**config.mk**
```make
export PLATFORM = sky130hd
export DESIGN_NAME = lifo_stack_with_peek_flat
export DESIGN_NICKNAME = d
export VERILOG_FILES = /design/src/sv/lsp_pkg.sv /design/src/sv/lsp_if.sv /design/src/sv/lifo_stack_with_peek.sv /design/src/sv/lsp_cell.sv /design/src/flat_wrapper.sv
export SDC_FILE = /design/constraint.sdc
export NUM_CORES = 1
export LEC_CHECK = 0
export BUFFER_PORTS_ARGS = -buffer_cell sky130_fd_sc_hd__buf_2
export CAP_MARGIN = 0
export CORE_MARGIN = 2
export CORE_UTILIZATION = 40
export DETAILED_ROUTE_END_ITERATION = 16
export PLACE_DENSITY = 0.65
export SLEW_MARGIN = 20
export SYNTH_ARGS = -nofsm -noshare
export SYNTH_HDL_FRONTEND = slang
export SYNTH_HIERARCHICAL = 1
export SYNTH_SLANG_ARGS = --single-unit
```
**constraint.sdc**
```tcl
create_clock -name i_clk -period 10.85 [get_ports i_clk]
set_clock_uncertainty 0.05 [all_clocks]
set_input_delay 2.7125 -clock i_clk [delete_from_list [all_inputs] [get_ports i_clk]]
set_output_delay 2.7125 -clock i_clk [all_outputs]
set_load 0.05 [all_outputs]
```
**src/sv/lsp_pkg.sv**
```systemverilog
`default_nettype none

package lsp_pkg;

    localparam int WORD_W   = 32;
    localparam int ACTION_W = 3;
    localparam int POS_W    = 5;
    localparam int COUNT_W  = 5;
    localparam int STATUS_W = 2;

    localparam logic signed [WORD_W-1:0] ERR_WORD = -32'sd1;

    typedef enum logic [ACTION_W-1:0] {
        ACT_PUSH   = 3'd0,
        ACT_POP    = 3'd1,
        ACT_PEEK   = 3'd2,
        ACT_BOTTOM = 3'd3,
        ACT_TOP    = 3'd4
    } t_action;

    typedef enum logic [STATUS_W-1:0] {
        STAT_OK    = 2'd0,
        STAT_EMPTY = 2'd1,
        STAT_FULL  = 2'd2,
        STAT_PEEK  = 2'd3
    } t_status;

    typedef enum logic [1:0] {
        ST_IDLE,
        ST_SCAN,
        ST_DONE
    } t_state;

    // shift commands broadcast to every cell
    typedef struct packed {
        logic push;
        logic pop;
    } t_cell_ctl;

endpackage

`default_nettype wire

```
**src/sv/lsp_if.sv**
```systemverilog
`default_nettype none

interface lsp_req_if;
    logic                               valid;
    logic                               ready;
    logic [lsp_pkg::ACTION_W-1:0]       action;
    logic signed [lsp_pkg::WORD_W-1:0]  push_value;
    logic [lsp_pkg::POS_W-1:0]          position;

    modport source (output valid, output action, output push_value, output position,
                    input ready);
    modport sink   (input valid, input action, input push_value, input position,
                    output ready);
endinterface

interface lsp_rsp_if;
    logic                               valid;
    logic                               ready;
    logic signed [lsp_pkg::WORD_W-1:0]  read_value;
    logic [lsp_pkg::STATUS_W-1:0]       status;
    logic [lsp_pkg::COUNT_W-1:0]        entry_count;

    modport source (output valid, output read_value, output status, output entry_count,
                    input ready);
    modport sink   (input valid, input read_value, input status, input entry_count,
                    output ready);
endinterface

`default_nettype wire

```
**src/sv/lifo_stack_with_peek.sv**
```systemverilog
`default_nettype none

// Bounded last-in first-out stack of signed 32-bit words, DEPTH entries deep.
// Requests arrive on i_req (valid/ready): push, pop, peek at a depth, read the
// bottom or read the top. Every request gives exactly one result on o_rsp with
// the word, a status code and the entry count after the request.
// Storage is a row of cells, cell 0 holding the top; push and pop shift the
// whole row by one place.
// Push, pop, top and every error case: result register, then output register;
// a new request is taken every cycle while the output register is free.
// Peek and bottom read the target word over a registered chain that moves it
// one cell per cycle toward the top into the output register (the target lies
// at most DEPTH-1 cells below the top), and no request is taken during the
// chain walk.
// Reset empties the stack and drops any pending result; cell contents are
// not cleared. If the receiver stalls, the result waits in the output
// register and the next request is still taken and worked; the request after
// that waits until the output register frees up.
module lifo_stack_with_peek #(
    parameter int DEPTH = 16
) (
    input  wire logic   i_clk,
    input  wire logic   i_rst_n,
    lsp_req_if.sink     i_req,
    lsp_rsp_if.source   o_rsp
);
    import lsp_pkg::*;

    localparam int CW   = $clog2(DEPTH + 1);
    localparam int IW   = (DEPTH > 1) ? $clog2(DEPTH) : 1;
    localparam int CMPW = (CW > COUNT_W) ? CW : COUNT_W;

    t_state                 r_state, n_state;
    logic [CW-1:0]          r_count, n_count;
    logic [IW-1:0]          r_tgt, n_tgt;
    logic [IW-1:0]          r_scan, n_scan;
    logic signed [WORD_W-1:0] r_res_value, n_res_value;
    t_status                r_res_status, n_res_status;
    logic                   r_from_chain, n_from_chain;

    logic                   r_out_valid;
    logic signed [WORD_W-1:0] r_out_value;
    logic [STATUS_W-1:0]    r_out_status;
    logic [COUNT_W-1:0]     r_out_count;

    logic                   in_ready;
    logic                   load_out;
    logic                   out_free;
    t_cell_ctl              ctl;

    logic signed [WORD_W-1:0] w_word [DEPTH];
    logic signed [WORD_W-1:0] w_rd   [DEPTH];

    logic                   full;
    logic                   empty;
    logic [CMPW-1:0]        count_w;
    logic [CMPW-1:0]        down_w;
    logic [CMPW-1:0]        last_w;
    logic                   peek_err;

    // ---------------- cell row ----------------
    for (genvar g = 0; g < DEPTH; g++) begin : g_cell
        logic signed [WORD_W-1:0] word_above;
        logic signed [WORD_W-1:0] word_below;
        logic signed [WORD_W-1:0] rd_below;

        if (g == 0) begin : g_top
            assign word_above = i_req.push_value;
        end else begin : g_mid
            assign word_above = w_word[g-1];
        end

        if (g == DEPTH - 1) begin : g_bot
            assign word_below = '0;
            assign rd_below   = '0;
        end else begin : g_up
            assign word_below = w_word[g+1];
            assign rd_below   = w_rd[g+1];
        end

        lsp_cell #(
            .IDX (g),
            .IW  (IW)
        ) u_cell (
            .i_clk        (i_clk),
            .i_ctl        (ctl),
            .i_word_above (word_above),
            .i_word_below (word_below),
            .i_tgt        (r_tgt),
            .i_rd_below   (rd_below),
            .o_word       (w_word[g]),
            .o_rd         (w_rd[g])
        );
    end

    // ---------------- request decode ----------------
    assign full     = (r_count == CW'(DEPTH));
    assign empty    = (r_count == '0);
    assign count_w  = CMPW'(r_count);
    assign down_w   = (i_req.position <= POS_W'(1)) ? '0 : CMPW'(i_req.position - POS_W'(1));
    assign last_w   = count_w - CMPW'(1);
    assign peek_err = (down_w >= count_w);
    assign out_free = !r_out_valid || o_rsp.ready;

    always_ff @(posedge i_clk) begin
        if (!i_rst_n) begin
            r_state <= ST_IDLE;
            r_count <= '0;
        end else begin
            r_state <= n_state;
            r_count <= n_count;
        end
    end

    always_ff @(posedge i_clk) begin
        r_tgt        <= n_tgt;
        r_scan       <= n_scan;
        r_res_value  <= n_res_value;
        r_res_status <= n_res_status;
        r_from_chain <= n_from_chain;
    end

    always_comb begin
        n_state      = r_state;
        n_count      = r_count;
        n_tgt        = r_tgt;
        n_scan       = r_scan;
        n_res_value  = r_res_value;
        n_res_status = r_res_status;
        n_from_chain = r_from_chain;
        in_ready     = 1'b0;
        load_out     = 1'b0;
        ctl          = '0;

        case (r_state)
            ST_IDLE: begin
                in_ready = 1'b1;
            end
            ST_SCAN: begin
                if (r_scan == '0) begin
                    n_state = ST_DONE;
                end else begin
                    n_scan = r_scan - IW'(1);
                end
            end
            ST_DONE: begin
                if (out_free) begin
                    load_out = 1'b1;
                    in_ready = 1'b1;
                    n_state  = ST_IDLE;
                end
            end
            default: begin
                n_state = ST_IDLE;
            end
        endcase

        if (in_ready && i_req.valid) begin
            n_state      = ST_DONE;
            n_from_chain = 1'b0;
            n_res_value  = '0;
            n_res_status = STAT_OK;
            case (i_req.action)
                ACT_PUSH: begin
                    if (full) begin
                        n_res_value  = ERR_WORD;
                        n_res_status = STAT_FULL;
                    end else begin
                        ctl.push    = 1'b1;
                        n_count     = r_count + CW'(1);
                        n_res_value = i_req.push_value;
                    end
                end
                ACT_POP: begin
                    if (empty) begin
                        n_res_value  = ERR_WORD;
                        n_res_status = STAT_EMPTY;
                    end else begin
                        ctl.pop     = 1'b1;
                        n_count     = r_count - CW'(1);
                        n_res_value = w_word[0];
                    end
                end
                ACT_PEEK: begin
                    if (peek_err) begin
                        n_res_value  = ERR_WORD;
                        n_res_status = STAT_PEEK;
                    end else begin
                        n_tgt        = down_w[IW-1:0];
                        n_scan       = down_w[IW-1:0];
                        n_from_chain = 1'b1;
                        n_state      = ST_SCAN;
                    end
                end
                ACT_BOTTOM: begin
                    if (empty) begin
                        n_res_value  = ERR_WORD;
                        n_res_status = STAT_EMPTY;
                    end else begin
                        n_tgt        = last_w[IW-1:0];
                        n_scan       = last_w[IW-1:0];
                        n_from_chain = 1'b1;
                        n_state      = ST_SCAN;
                    end
                end
                ACT_TOP: begin
                    if (empty) begin
                        n_res_value  = ERR_WORD;
                        n_res_status = STAT_EMPTY;
                    end else begin
                        n_res_value = w_word[0];
                    end
                end
                default: begin
                    // unused codes leave the stack as it is
                end
            endcase
        end
    end

    // ---------------- output register ----------------
    always_ff @(posedge i_clk) begin
        if (!i_rst_n) begin
            r_out_valid <= 1'b0;
        end else if (load_out) begin
            r_out_valid <= 1'b1;
        end else if (o_rsp.ready) begin
            r_out_valid <= 1'b0;
        end
    end

    always_ff @(posedge i_clk) begin
        if (load_out) begin
            r_out_value  <= r_from_chain ? w_rd[0] : r_res_value;
            r_out_status <= r_res_status;
            r_out_count  <= count_w[COUNT_W-1:0];
        end
    end

    assign i_req.ready       = in_ready;
    assign o_rsp.valid       = r_out_valid;
    assign o_rsp.read_value  = r_out_value;
    assign o_rsp.status      = r_out_status;
    assign o_rsp.entry_count = r_out_count;

`ifndef NO_ASSERTIONS
    a_count_bound: assert property (@(posedge i_clk) disable iff (!i_rst_n)
        r_count <= CW'(DEPTH))
        else $error("entry count beyond depth");

    a_push_grows: assert property (@(posedge i_clk) disable iff (!i_rst_n)
        ctl.push |=> (r_count == $past(r_count) + CW'(1)))
        else $error("push did not grow the stack by one");

    a_scan_frozen: assert property (@(posedge i_clk) disable iff (!i_rst_n)
        (r_state == ST_SCAN) |-> (!in_ready && !ctl.push && !ctl.pop))
        else $error("stack moved during chain read");

    a_scan_done: assert property (@(posedge i_clk) disable iff (!i_rst_n)
        (r_state == ST_SCAN && r_scan == '0) |=> (r_state == ST_DONE))
        else $error("chain read did not finish");
`endif

endmodule

`default_nettype wire

```
**src/sv/lsp_cell.sv**
```systemverilog
`default_nettype none

module lsp_cell #(
    parameter int IDX = 0,
    parameter int IW  = 4
) (
    input  wire logic                               i_clk,
    input  wire lsp_pkg::t_cell_ctl                 i_ctl,
    input  wire logic signed [lsp_pkg::WORD_W-1:0]  i_word_above,
    input  wire logic signed [lsp_pkg::WORD_W-1:0]  i_word_below,
    input  wire logic [IW-1:0]                      i_tgt,
    input  wire logic signed [lsp_pkg::WORD_W-1:0]  i_rd_below,
    output logic signed [lsp_pkg::WORD_W-1:0]       o_word,
    output logic signed [lsp_pkg::WORD_W-1:0]       o_rd
);
    import lsp_pkg::*;

    logic signed [WORD_W-1:0] r_word;
    logic signed [WORD_W-1:0] r_rd;

    // push moves every entry one place down, pop one place up
    always_ff @(posedge i_clk) begin
        if (i_ctl.push) begin
            r_word <= i_word_above;
        end else if (i_ctl.pop) begin
            r_word <= i_word_below;
        end
    end

    // read chain: the target cell injects its word, the others pass toward the top
    always_ff @(posedge i_clk) begin
        if (i_tgt == IW'(IDX)) begin
            r_rd <= r_word;
        end else begin
            r_rd <= i_rd_below;
        end
    end

    assign o_word = r_word;
    assign o_rd   = r_rd;

endmodule

`default_nettype wire
```
**src/flat_wrapper.sv**
```systemverilog
// flat-port wrapper written by rule: the top's interface ports become plain ports
module lifo_stack_with_peek_flat import lsp_pkg::*;
#(
    parameter int DEPTH = 16
)
  (i_clk, i_rst_n, i_req_valid, i_req_action, i_req_push_value, i_req_position, i_req_ready, o_rsp_valid, o_rsp_read_value, o_rsp_status, o_rsp_entry_count, o_rsp_ready);
  lsp_req_if i_req_i ();
  lsp_rsp_if o_rsp_i ();
  input  wire logic i_clk;
  input  wire logic i_rst_n;
  input wire logic [$bits(i_req_i.valid)-1:0] i_req_valid;
  input wire logic [$bits(i_req_i.action)-1:0] i_req_action;
  input wire logic [$bits(i_req_i.push_value)-1:0] i_req_push_value;
  input wire logic [$bits(i_req_i.position)-1:0] i_req_position;
  output wire logic [$bits(i_req_i.ready)-1:0] i_req_ready;
  output wire logic [$bits(o_rsp_i.valid)-1:0] o_rsp_valid;
  output wire logic [$bits(o_rsp_i.read_value)-1:0] o_rsp_read_value;
  output wire logic [$bits(o_rsp_i.status)-1:0] o_rsp_status;
  output wire logic [$bits(o_rsp_i.entry_count)-1:0] o_rsp_entry_count;
  input wire logic [$bits(o_rsp_i.ready)-1:0] o_rsp_ready;
  assign i_req_i.valid = i_req_valid;
  assign i_req_i.action = i_req_action;
  assign i_req_i.push_value = i_req_push_value;
  assign i_req_i.position = i_req_position;
  assign i_req_ready = i_req_i.ready;
  assign o_rsp_valid = o_rsp_i.valid;
  assign o_rsp_read_value = o_rsp_i.read_value;
  assign o_rsp_status = o_rsp_i.status;
  assign o_rsp_entry_count = o_rsp_i.entry_count;
  assign o_rsp_i.ready = o_rsp_ready;
  lifo_stack_with_peek #(.DEPTH(DEPTH)) u_core (.i_clk(i_clk), .i_rst_n(i_rst_n), .i_req(i_req_i), .o_rsp(o_rsp_i));
endmodule
```
==> results of run 1 <==
cells in the final DEF (no fill, tap or decap), drive strengths merged, types with 2 or more instances in the layout:
cell type | netlist | layout
mux2 | 1057 | 1057
edfxtp | 590 | 590
dfxtp | 524 | 524
clkbuf | 18 | 170
buf | 117 | 108
conb | 1 | 64
nand2 | 48 | 48
a22oi | 33 | 33
clkinv | 0 | 27
or2 | 17 | 17
nor2 | 14 | 14
inv | 12 | 14
o21ai | 11 | 11
a21oi | 10 | 10
and2 | 10 | 10
ha | 9 | 9
xnor2 | 8 | 8
nor2b | 7 | 7
nor3 | 7 | 7
nor4bb | 6 | 6
bufinv | 0 | 4
nand4b | 4 | 4
nor4b | 4 | 4
o21a | 3 | 3
nor4 | 3 | 3
nor3b | 3 | 3
nand3 | 3 | 3
nand4 | 3 | 3
clkinvlp | 0 | 2
xor2 | 2 | 2
nand2b | 2 | 2
a32oi | 2 | 2
or3 | 2 | 2
o22ai | 2 | 2
a21boi | 2 | 2
routing by layer:
metal	share of wire, %	vias up
met2	43	283
met1	51	9869
met3	3.4	119
met4	2.4	0
met5	0	-
li1	-	9758
worst paths after layout:
path              cells past startpoint                            endpoint              startpoint
hold / removal                        0              u_core/o_rsp.status[1]  u_core/r_res_status[1]
setup / recovery                      4                         i_req_ready             o_rsp_ready
setup reg to reg                      7  u_core/g_cell[2].u_cell/o_word[10]       u_core/count_w[0]
hold reg to reg                       0              u_core/o_rsp.status[1]  u_core/r_res_status[1]
worst max-delay path, stage by stage:
cell	delay (ns)
buf_2	0.10
nor2b_2	0.24
a21oi_2	0.11
buf_2	0.22
sequential cells by signal, indices dropped and copies added, names as in the netlist, 4 cells and up:
register and count:
u_core/g_cell.u_cell/o_word 512, u_core/o_rsp.entry_count 5, u_core/o_rsp.read_value 32, u_core/count_w 5, u_core/r_scan 4, u_core/g_cell.u_cell/o_rd 512, u_core/r_res_value 32, u_core/r_tgt 4
power by group:
group,switching [mW],internal (mW)
clock,1.54,2.12
sequential,0.0967,4.71
combinational,0.251,0.320
total,1.89,7.15
area by class of cell:
class,count,area (µm²)
Clock buffer,170,3190
Fill cell,9432,59700
Inverter,12,45.0
Antenna cell,1,2.50
Tap cell,1476,1850
Multi-Input combinational cell,1348,15100
Sequential cell,1114,28200
Clock inverter,35,362
Timing Repair Buffer,108,671
cell families (layout without fill, tap and decap cells):
logic type	after synthesis	count (layout)	share of synthesized area [%]
compound gates	70	70	1.09
xor+xnor	10	10	0.198
flops	1114	1114	63.9
mux	1058	1058	29.8
other cells	1	65	0.00849
simple gates	136	136	2.06
fa+ha+maj	10	10	0.281
buf+inv	147	325	2.68
==> results.toml, run 1 <==
[outcome]
status = "completed"

[sta]
fmax_mhz = 163
timing_hold_violations_final = 0
fin_crit_sh_pct = 56.6
setup_slack_ns = 4.71
setup-violations-final = 0
relSlewSlack_pct = 28.0
tns_ns = 0
drv_slew = 0
period_minus_slack_ns = 6.14
hold_ws_ns = 0.367
rsz0062_at_grt = "false"
tightestPinTransition_ns = 1.08

[grt]
antenna_found_initial = 2
grt_pass1_wl_mm = 122
grtUsageMet3_pct = 2.39
top_usage_layer = "met2"
grtUsageMet2_pct = 19.8
grt_max_degree = 202
first_global_vias = 21100
overflow = 0
grt_usage_pct = 13.3
grt_use_met1_pct = 19.7

[synth]
async_flop_share_pct = 0
yosys_most_used_dff = "edfxtp_1"
synth_seq_area_share_pct = 63.9
synth_cell_types = 63
synth_top_area_share_pct = 40.1
syn_area_mm2 = 0.0442
avgSynthCellArea_um2 = 17.3
synth_cells = 2546
ys_top_cells_by_area = "edfxtp_1, dfxtp_1, mux2_2"
yosys.area.top_type = "edfxtp_1"
synth.most_common_cell = "mux2_2"
synth_seq_cells = 1114
synth_edf_count = 590
yosysWarnings = 6
synth_common_cells = "mux2_2, edfxtp_1, dfxtp_1, mux2_4, buf_2"

[die]
num_rows = 121
initial_core_util_pct = 40.4
die_x_um = 336
die_h_um = 336
dieArea_mm2 = 0.113
io_pins = 85
core_mm2 = 0.109

[layout]
final_util_pct = 45.3
drive_gt1_share_pct = 48.1
synthToLayoutAreaGrowth_pct = 12.0
layout.nets = 2745
postLayoutCellArea_mm2 = 0.0494
layout.cells.non_filler = 4264

[placement]
place_congestion = 0.754
post-dp-hpwl_mm = 50.8
io_buffer_count = 84
pre_cts_slack_ns = 4.71
dp.cells = 4057
place_area_mm2 = 0.0459

[clock_network]
root_buffer = "clkbuf_16"
clock_latency_ns = 0.68
clock_sinks = 1114
cts_hold_buf = 0
cts_tree = "done"
htree_levels = 3
clock_path_buffers = 3
clk_pin_slew_worst_paths_ns = 0.06
post_cts_buffers = 0
cts_buffers = 108
post_cts_resized = 0

[critical_path]
crit_required_ns = 8.09
setup.worst_path.end_class = "output pin"
startpoint_type = "input port"
critPathKind = "input port to output pin"
crit_fanout = 4
reg2reg_slack_ns = 6.81
worstPathArrival_ns = 3.38

[power_and_ir_drop]
power_density_mw_per_mm2 = 183
leakage_nw = 18.3
p_total_mw = 9.04
worst_ir_drop_vdd_uv = 126

[drt]
vias_per_cell = 4.70
first_pass_iters = 5
wirelength_mm = 75.8
drtIter0Drc = 1110
route.detailed.drc = 0
num_vias = 20000
routedWlPerCell_um = 17.8
ant_nets = 0

[job]
maxCapViolCount = 0

[worst_hold_path]
holdCritPathClass = "register to register"
(Power assumes the default switching activity.)
==> inputs of run 2 (changes only) <==
- clock period: 10.85 -> 6.2 ns (I/O delays scaled with it)
==> run 2 against run 1 <==
Global-route usage is 0.59 points lower. Register-to-register slack worse by 4.0 ns. First-iteration DRC count shrank 3.6%. Non-clock buffer count increased by 10. Clock power is 80% higher. Worst hold slack gained 0.0023 ns. Power increased by 77%. Combinational power rose by 75%. Via count down 0.91%. Sequential share of layout area fell by 0.18 points. Critical endpoint unchanged.
==> results.toml, run 2 (synthesis results as in run 1) <==
[outcome]
status = "completed"

[worst_hold_path]
min_to = "u_core/o_rsp.status[1]"
holdCritPathClass = "register to register"
hold_start = "u_core/r_res_status[1]"
whs_path_depth = 0

[power_and_ir_drop]
leakage_nw = 18.4
worst_ir_drop_vdd_uv = 180
power_density_mw_per_mm2 = 323

[drt]
first_pass_iters = 5
num_vias = 19800
wirelength_mm = 72.5
vias_per_cell = 4.64
routedWlPerCell_um = 17.0
drtIter0Drc = 1070
ant_nets = 0
route.detailed.drc = 0

[sta]
drv_slew = 0
tns_ns = 0
setup-violations-final = 0
rsz0062_at_grt = "false"
fmax_mhz = 261
timing_hold_violations_final = 0
relSlewSlack_pct = 31.3
period_minus_slack_ns = 3.84
tightestPinTransition_ns = 1.03
setup_slack_ns = 2.36
fin_crit_sh_pct = 61.9

[grt]
grt_usage_pct = 12.7
first_global_vias = 21000
grt_max_degree = 143
grt_pass1_wl_mm = 117
antenna_found_initial = 1
overflow = 0

[critical_path]
reg2reg_depth = 7
startpoint_type = "input port"
crit_required_ns = 4.60
rr_startpoint = "u_core/count_w[0]"
crit_fanout = 4
critPathKind = "input port to output pin"
reg2reg_slack_ns = 2.77
setup.worst_path.end_class = "output pin"
worstPathArrival_ns = 2.24
worstReg2RegEnd = "u_core/g_cell[10].u_cell/o_word[7]"

[layout]
layout.nets = 2756
synthToLayoutAreaGrowth_pct = 12.3
drive_gt1_share_pct = 48.6
final_common_cell = "mux2_2"
final.fill_count = 9341
layout_common_cells = "mux2_2, edfxtp_1, dfxtp_1"

[clock_network]
root_buffer = "clkbuf_16"
htree_levels = 3
cts_buffers = 109
cts_hold_buf = 0
clock_latency_ns = 0.66
post_cts_buffers = 0
clock_path_buffers = 3
clock_sinks = 1114
cts_tree = "done"
clk_pin_slew_worst_paths_ns = 0.06
post_cts_resized = 0

[die]
num_rows = 121
initial_core_util_pct = 40.4
core_mm2 = 0.109
dieArea_mm2 = 0.113
die_h_um = 336
io_pins = 85
die_x_um = 336

[placement]
place_congestion = 0.778
post-dp-hpwl_mm = 48.4
io_buffer_count = 84
pre_cts_slack_ns = 1.44

[job]
maxCapViolCount = 0
==> run 2: cell types whose count changed in the layout (fill, tap and decap cells not counted), sizes merged <==
cell	before	now
buf	108	118
bufinv	4	8
clkbuf	170	161
clkinv	27	31
==> run 2: worst max-delay path by stage <==
stage / from / slack, ns / to / depth (start not counted)
finish: o_rsp_ready / 2.36 / i_req_ready / 4
global placement: i_req_action[0] / 1.52 / u_core/g_cell[13].u_cell/o_word[7] / 5
detailed placement: i_req_action[0] / 1.44 / u_core/g_cell[8].u_cell/o_word[7] / 5
global route: i_req_position[1] / 2.24 / u_core/r_res_value[21] / 14
CTS: i_req_action[0] / 2.17 / u_core/g_cell[10].u_cell/o_word[7] / 5
floorplan: o_rsp_ready / 1.64 / u_core/g_cell[11].u_cell/o_word[0] / 7
==> run 2: metrics by stage <==
stage          util (%)  power [mW]  instances  area (µm²)  hold slack (ns)
2_1_floorplan         -        9.34       2609       44400            0.350
3_3_place_gp       42.1        9.53       4066       45900            0.355
3_5_place_dp       42.1        9.57       4067       45900            0.358
4_1_cts            45.4        16.2       4271       49600            0.372
5_1_grt            45.4        16.6       4273       49600            0.378
6_report           45.4        16.0       4273       49600            0.370
==> run 2: cell type report <==
type	count	area (µm²)	share of cell area [%]
multi-input cells	1348	15100	30.5
diodes	1	2.50	0.00505
repair buffers	118	729	1.47
well taps	1476	1850	3.72
flip-flops and latches	1114	28200	56.9
clock buffers	161	3200	6.45
clock inverters	43	449	0.906
inverters	12	45.0	0.0908
==> run 2: worst max-delay path, cell delays in order <==
cell	delay (ns)
buf_2	0.10
nor2b_2	0.25
a21oi_2	0.12
buf_2	0.22
==> run 2: power by group <==
part / leakage, nW / switching (mW) / total (mW) / internal, mW
clock network: 1.80 / 2.69 / 6.60 / 3.90
registers: 9.81 / 0.161 / 8.41 / 8.25
logic: 6.81 / 0.436 / 0.997 / 0.561
==> run 2: per-layer routing <==
layer	routed length, µm	part of all wire [%]	track usage (%)	up-vias
met5	0	0	0	-
met4	1730	2.4	4.52	0
met3	2260	3.1	1.80	108
met2	33700	46	20.6	262
met1	34800	48	17.4	9722
li1	-	-	-	9755
